`config.mk`:
```
export PLATFORM = sky130hd
export DESIGN_NAME = bnb_front
export DESIGN_NICKNAME = d
export VERILOG_FILES = /design/src/bnb_pkg.sv /design/src/bnb_front.sv
export SDC_FILE = /design/constraint.sdc
export NUM_CORES = 1
export LEC_CHECK = 0
export ABC_CLOCK_PERIOD_IN_PS = 3700
export BUFFER_PORTS_ARGS = -buffer_cell sky130_fd_sc_hd__buf_4
export CAP_MARGIN = 10
export CORE_MARGIN = 2
export CORE_UTILIZATION = 30
export DETAILED_ROUTE_END_ITERATION = 8
export SETUP_SLACK_MARGIN = 0.4
export SLEW_MARGIN = 20
export SYNTH_ARGS = -nofsm -noshare
export SYNTH_HDL_FRONTEND = slang
export SYNTH_SLANG_ARGS = --single-unit
```
`constraint.sdc`:
```
create_clock -name clock -period 3.7 [get_ports clock]
set_clock_uncertainty 0.2 [all_clocks]
set_input_delay 0 -clock clock [delete_from_list [all_inputs] [get_ports clock]]
set_output_delay 0 -clock clock [all_outputs]
set_load 0.01 [all_outputs]
```
`src/bnb_pkg.sv`:
```
`default_nettype none
package bnb_pkg;
   localparam int NumClasses = 16;
   localparam int NumFeatures = 16;
   localparam int CountBits = 16;
   localparam int ClassBits = 4;
   localparam int FeatBits = 4;
   localparam int TotalBits = 20;
   localparam int FeatureCountDepth = NumClasses * NumFeatures;
   localparam int AddrBits = ClassBits + FeatBits;
   localparam int ExpBits = 16;

   localparam logic CMD_TRAIN = 1'b0;
   localparam logic CMD_CLASSIFY = 1'b1;

   localparam logic [1:0] STATUS_OK = 2'd0;
   localparam logic [1:0] STATUS_NO_DATA = 2'd1;
   localparam logic [1:0] STATUS_SATURATED = 2'd2;

   typedef struct packed {
      logic cmd;
      logic [NumFeatures-1:0] features;
      logic [ClassBits-1:0] class_label;
   } item_type;
endpackage
`default_nettype wire

```
`src/bnb_front.sv`:
```
`default_nettype none
module bnb_front (
   input  wire logic clock,
   input  wire logic reset,
   input  wire logic start,
   input  wire logic req_cmd,
   input  wire logic [bnb_pkg::NumFeatures-1:0] req_features,
   input  wire logic [bnb_pkg::ClassBits-1:0] req_class_label,
   input  wire logic pop,
   output logic busy,
   output logic q_valid,
   output bnb_pkg::item_type q_item
);
   import bnb_pkg::*;
   // Two-entry queue of accepted items.
   item_type buf_ff [2];
   logic [1:0] cnt_ff, cnt_in;
   logic push;
   item_type new_item;

   assign busy = (cnt_ff == 2'd2);
   assign push = start && !busy;
   assign q_valid = (cnt_ff != 2'd0);
   assign q_item = buf_ff[0];
   assign new_item = {req_cmd, req_features, req_class_label};

   always_comb begin
      cnt_in = cnt_ff + {1'b0, push} - {1'b0, pop};
   end

   // A push together with a pop only happens with one entry held, so the
   // new item goes straight to the head.
   always_ff @(posedge clock) begin
      if (reset) cnt_ff <= '0;
      else cnt_ff <= cnt_in;
      if (pop) begin
         if (push) buf_ff[0] <= new_item;
         else buf_ff[0] <= buf_ff[1];
      end else if (push) begin
         if (cnt_ff == 2'd0) buf_ff[0] <= new_item;
         else buf_ff[1] <= new_item;
      end
   end
endmodule
`default_nettype wire

```
**Word-level counts from Yosys, hierarchy flattened**

Memories as Yosys holds them, arrays and structs flattened.
Index checks and enable logic that the tools add are counted.

- Memories kept: 1
- Register bits: 2
- Input bits: 25
- Output and inout bits: 23
- RAM bits: 42
- Logic and storage cells: 31

Memories:

| name | depth | bits a word | rd ports | clocked after Yosys merged registers in | wr ports | line | RTL |
|---|---|---|---|---|---|---|---|
| buf_ff | 2 | 21 | 2 | 0 | 1 | bnb_front.sv:16 | `item_type buf_ff [2];` |

- Reduce and logical (&&, ||, !) cells: 5
- Bitwise gates (word level): 2
- Mux-type cells: 19
- Equal/unequal tests: 1
- Add/subtract/negate cells: 2

Operator list:

| kind | number |
|---|---|
| two-way mux 21 bit | 3 |
| OR reduction 21 bit | 1 |
| two-way mux 1 bit | 16 |
| adder 2 x 1 -> 2 bit | 1 |
| == test 2 bit (second input constant) | 1 |
| logical NOT 2 bit | 1 |
| bitwise OR 1 bit | 2 |
| nonzero test 2 bit | 1 |
| subtractor 2 x 1 -> 2 bit | 1 |
| logical AND 1 bit | 1 |
| logical NOT 1 bit | 1 |

**Depth between registers and ports, before layout**

- Depth after elaboration: 9
- Depth in mapped cells: 8
- Mapped depth without buffers: 8

**Worst setup path before layout**

Ideal clock, no wire load.

- Path kind: reg2reg
- Start: reg cnt_ff[1]
- End: mem buf_ff[0][0] (netlist bit) (enable)
- Data arrival time: 2,233 ps
- Data required time: 3,068 ps
- Setup time: 432 ps
- Path slack: 836 ps
- Stages on the path, launching flop included: 3
- Path through: dfxtp_1 -> or2_4 -> o31ai_1

- Longest elaborated chain between the ends: 9
- Elaborated cells on any way between the ends: 23
- Those cells by class: eq/ne (1); mux (16); bitwise (2); reduce/logical (4)

Ends and longest elaborated chain:

| item | line | RTL |
|---|---|---|
| start, declared | bnb_front.sv:17 | `logic [1:0] cnt_ff, cnt_in;` |
| start signal, assigned | bnb_front.sv:35 | `else cnt_ff <= cnt_in;` |
| branches (longest 9 deep; another with OR reduction 21 bit) | -- |  |
| end, declared | bnb_front.sv:16 |  |

Parallel ways; which one is timed is not known.

**Worst setup path after layout**

- Start: reg cnt_ff[1]
- End: mem buf_ff[0][17] (netlist bit), data pin

- Longest elaborated chain between the ends: 9
- Elaborated cells on any way between the ends: 19
- Those cells by class: eq/ne (1); mux (14); reduce/logical (4)

Ends and longest elaborated chain:

| item |
|---|
| branches (longest 8 deep; another with OR reduction 21 bit) |
| two-way mux 21 bit (no line) * |

Every way passes the cells marked *.

==> flow_metrics.tcl <==
set metrics [dict create \
    status "completed" \
    dp.final_hpwl_um 2110 \
    synthesis.nets 135 \
    synth_top_family_by_area "multiplexers" \
    die_area_um2 6870 \
    drtIter0Drc 56 \
    synth-simple-area-share 0.0228 \
    rows 28 \
    startpoint "cnt_ff[1]$_SDFF_PP0_" \
    synthTopCellsByCount "42 x edfxtp_1, 21 x buf_4, 20 x mux2_2" \
    synth-warning-count 0 \
    r2r_end "buf_ff[0][17]$_DFFE_PP_" \
    drv_cap 0 \
    yosys-top-cells-area "edfxtp_1 68%, mux2_2 12%, buf_4 8.4%" \
    cp_slowest_stage_delay_ps 360 \
    final_hold_viol_count 0 \
    num_vias 990 \
    finalSetupViolations 0 \
    grt_pass1_wl_um 4830 \
    antenna_cells 0 \
    slowest_stage "mux2_2" \
    critPathKind "register to register" \
    yosysMostFrequentCell "edfxtp_1" \
    ys_seq_area_frac 0.697 \
    rr_startpoint "cnt_ff[1]$_SDFF_PP0_" \
    finalPower_uw 1270 \
    maxSlewHeadroom 0.283 \
    maxSlewViolCount 0 \
    fin_cells 238 \
    synth_compound_area_frac 0.0154 \
    leakagePower_uw 0.000957 \
    finalCritPeriodShare 0.588 \
    area_delta_synth_final_pct 32.8 \
    reg2reg_slack_ps 1520 \
    cp-end-kind "register" \
    dp_cells 207 \
    synth-seq-cells 44 \
    htreeDepth 2 \
    initial_core_util 0.314 \
    min_period_ps 2180 \
    powerDensity_nw_per_um2 512 \
    chipHeight_um 82.9 \
    grt_pass1_vias 956 \
    required_ps 3530 \
    cp.arrival_ps 2010 \
    clockBufferDepth 2 \
    root_buffer "clkbuf_8" \
    viasPerCell 4.16 \
    path_clk_slew_ps 80 \
    synth_adder_area_share 0.0268 \
    worst-path-max-fanout 14 \
    synth.top_cell.area_share 0.675 \
    syn_avg_cell_area_um2 17.6 \
    rsz0062_at_grt "no" \
    antenna_found_initial 0 \
    crit_buf_inv 1 \
    port_buffers 47 \
    route.detailed.wl_per_inst_um 12.9 \
    cts_tree "yes" \
    reg2reg_depth 6 \
    synth-edff-count 42 \
    critPathLaunchType "register" \
    worstMarginPinSlew_ps 1080 \
    syn_area_um2 1870 \
    ant_nets 0 \
    drive_above_1_share 0.485 \
    critical_path.cell_chain "nor2b_1, nand2b_1, ha_1, o31ai_4, buf_4, mux2_2" \
    numCtsBuffers 5 \
    max_freq_mhz 459 \
    drt-total-wl_um 3070 \
    crit_family "multiplexers" \
    synth.largest_area_cell "edfxtp_1" \
    worstSetupEndpoint "buf_ff[0][17]$_DFFE_PP_" \
    grt_max_degree 22 \
    async_flop_share 0 \
    yosys-mux-area-fraction 0.127 \
    synthXorXnorAreaFrac 0.00938 \
    grt_remaining_overflow 0 \
    clock-sinks 44 \
    gr-usage-all-layers 0.0904 \
    ctsResizeCount 0 \
    gp_congestion 0.684 \
    post-route-drc-count 0 \
    min_path_type "input pin to register" \
    die_x_um 82.9 \
    io-pin-count 48 \
    vdd_drop_max_v 0.000236 \
    fin_nets 191 \
    finalSetupTns_ps 0 \
    coreArea_um2 5960 \
    synth_cell_types 17 \
    cp.depth 6 \
    synthCells 106 \
    clock_latency_ps 280 \
    synth_top_flop_cell "edfxtp_1" \
    first_pass_iters 4 \
]
## final cells by class
type                            count  area, µm²
Clock buffer                        7       76.3
Sequential cell                    44       1300
Multi-Input combinational cell     36        394
Fill cell                         560       3480
Timing Repair Buffer               72        598
Inverter                            3       11.3
Clock inverter                      1       5.00
Tap cell                           75       93.8
## kinds of logic (layout without fill, tap and decap cells)
logic type / Yosys count / count (layout)
and+or+nand+nor: 7 / 7
DFF: 44 / 44
buffers and inverters: 26 / 83
muxes: 21 / 21
adders and majority gates: 4 / 4
AOI/OAI and AO/OA: 2 / 2
xor gates and xnor gates: 2 / 2
## state kept, by name (all words and copies together) (netlist names)
| signal | count |
|---|---|
| cnt_ff | 2 |
| buf_ff | 42 |
## power breakdown
| group | leakage (µW) | internal [µW] | switching, µW |
|---|---|---|---|
| Clock | 0.0000422 | 132 | 144 |
| Sequential | 0.000414 | 643 | 24.1 |
| Combinational | 0.000501 | 172 | 152 |
## cell usage in the layout, fill, tap and decap left out
master          n
buf_4          49
edfxtp_1       42
dlygate4sd3_1  23
mux2_2         20
clkbuf_8        5
ha_1            4
inv_1           3
nor2b_1         2
o31ai_4         2
nor2_1          2
clkbuf_1        2
dfxtp_1         2
or2_4           1
nand2b_1        1
mux2_1          1
nor3b_2         1
xor2_1          1
xnor2_1         1
clkinv_2        1
## per-stage QoR
stage	instance area [µm²]	utilization	hold WS (ps)	setup slack (ps)
floorplan	1870	-	-128	836
global placement	2170	0.364	-33.1	1590
detailed placement	2170	0.364	-30.2	1540
CTS	2480	0.416	179	1520
global route	2480	0.416	200	1450
finish	2480	0.416	176	1520
## worst reg2reg max path, delay by kind of cell (launching register included)
| kind | cells | cell delay [ps] |
|---|---|---|
| simple gates | 2 | 330 |
| buf+inv | 1 | 320 |
| flops | 1 | 330 |
| mux | 1 | 370 |
| fa+ha+maj | 1 | 240 |
| compound gates | 1 | 130 |
## how the worst min path moves through the flow
stage / startpoint / depth (start not counted) / slack [ps] / endpoint
5_1_grt: start / 3 / 200 / buf_ff[0][37]$_DFFE_PP_
3_3_place_gp: reset / 2 / -30 / cnt_ff[1]$_SDFF_PP0_
4_1_cts: start / 3 / 180 / buf_ff[0][37]$_DFFE_PP_
6_report: start / 3 / 180 / buf_ff[0][37]$_DFFE_PP_
2_1_floorplan: reset / 1 / -130 / cnt_ff[0]$_SDFF_PP0_
3_5_place_dp: reset / 2 / -30 / cnt_ff[1]$_SDFF_PP0_
## what timing repair did
item | 4_1_cts | 5_1_grt
endpoints found under the hold margin | 49 | 0
hold buffers | 23 | 0
buffers inserted | 0 | 0
## per-layer routing
metal	wire length, µm	global-route usage
met5	0	0
met2	1470	0.133
met4	23	0.0358
met3	188	0.0378
met1	1390	0.118
Power figures use the tool's default switching activity.
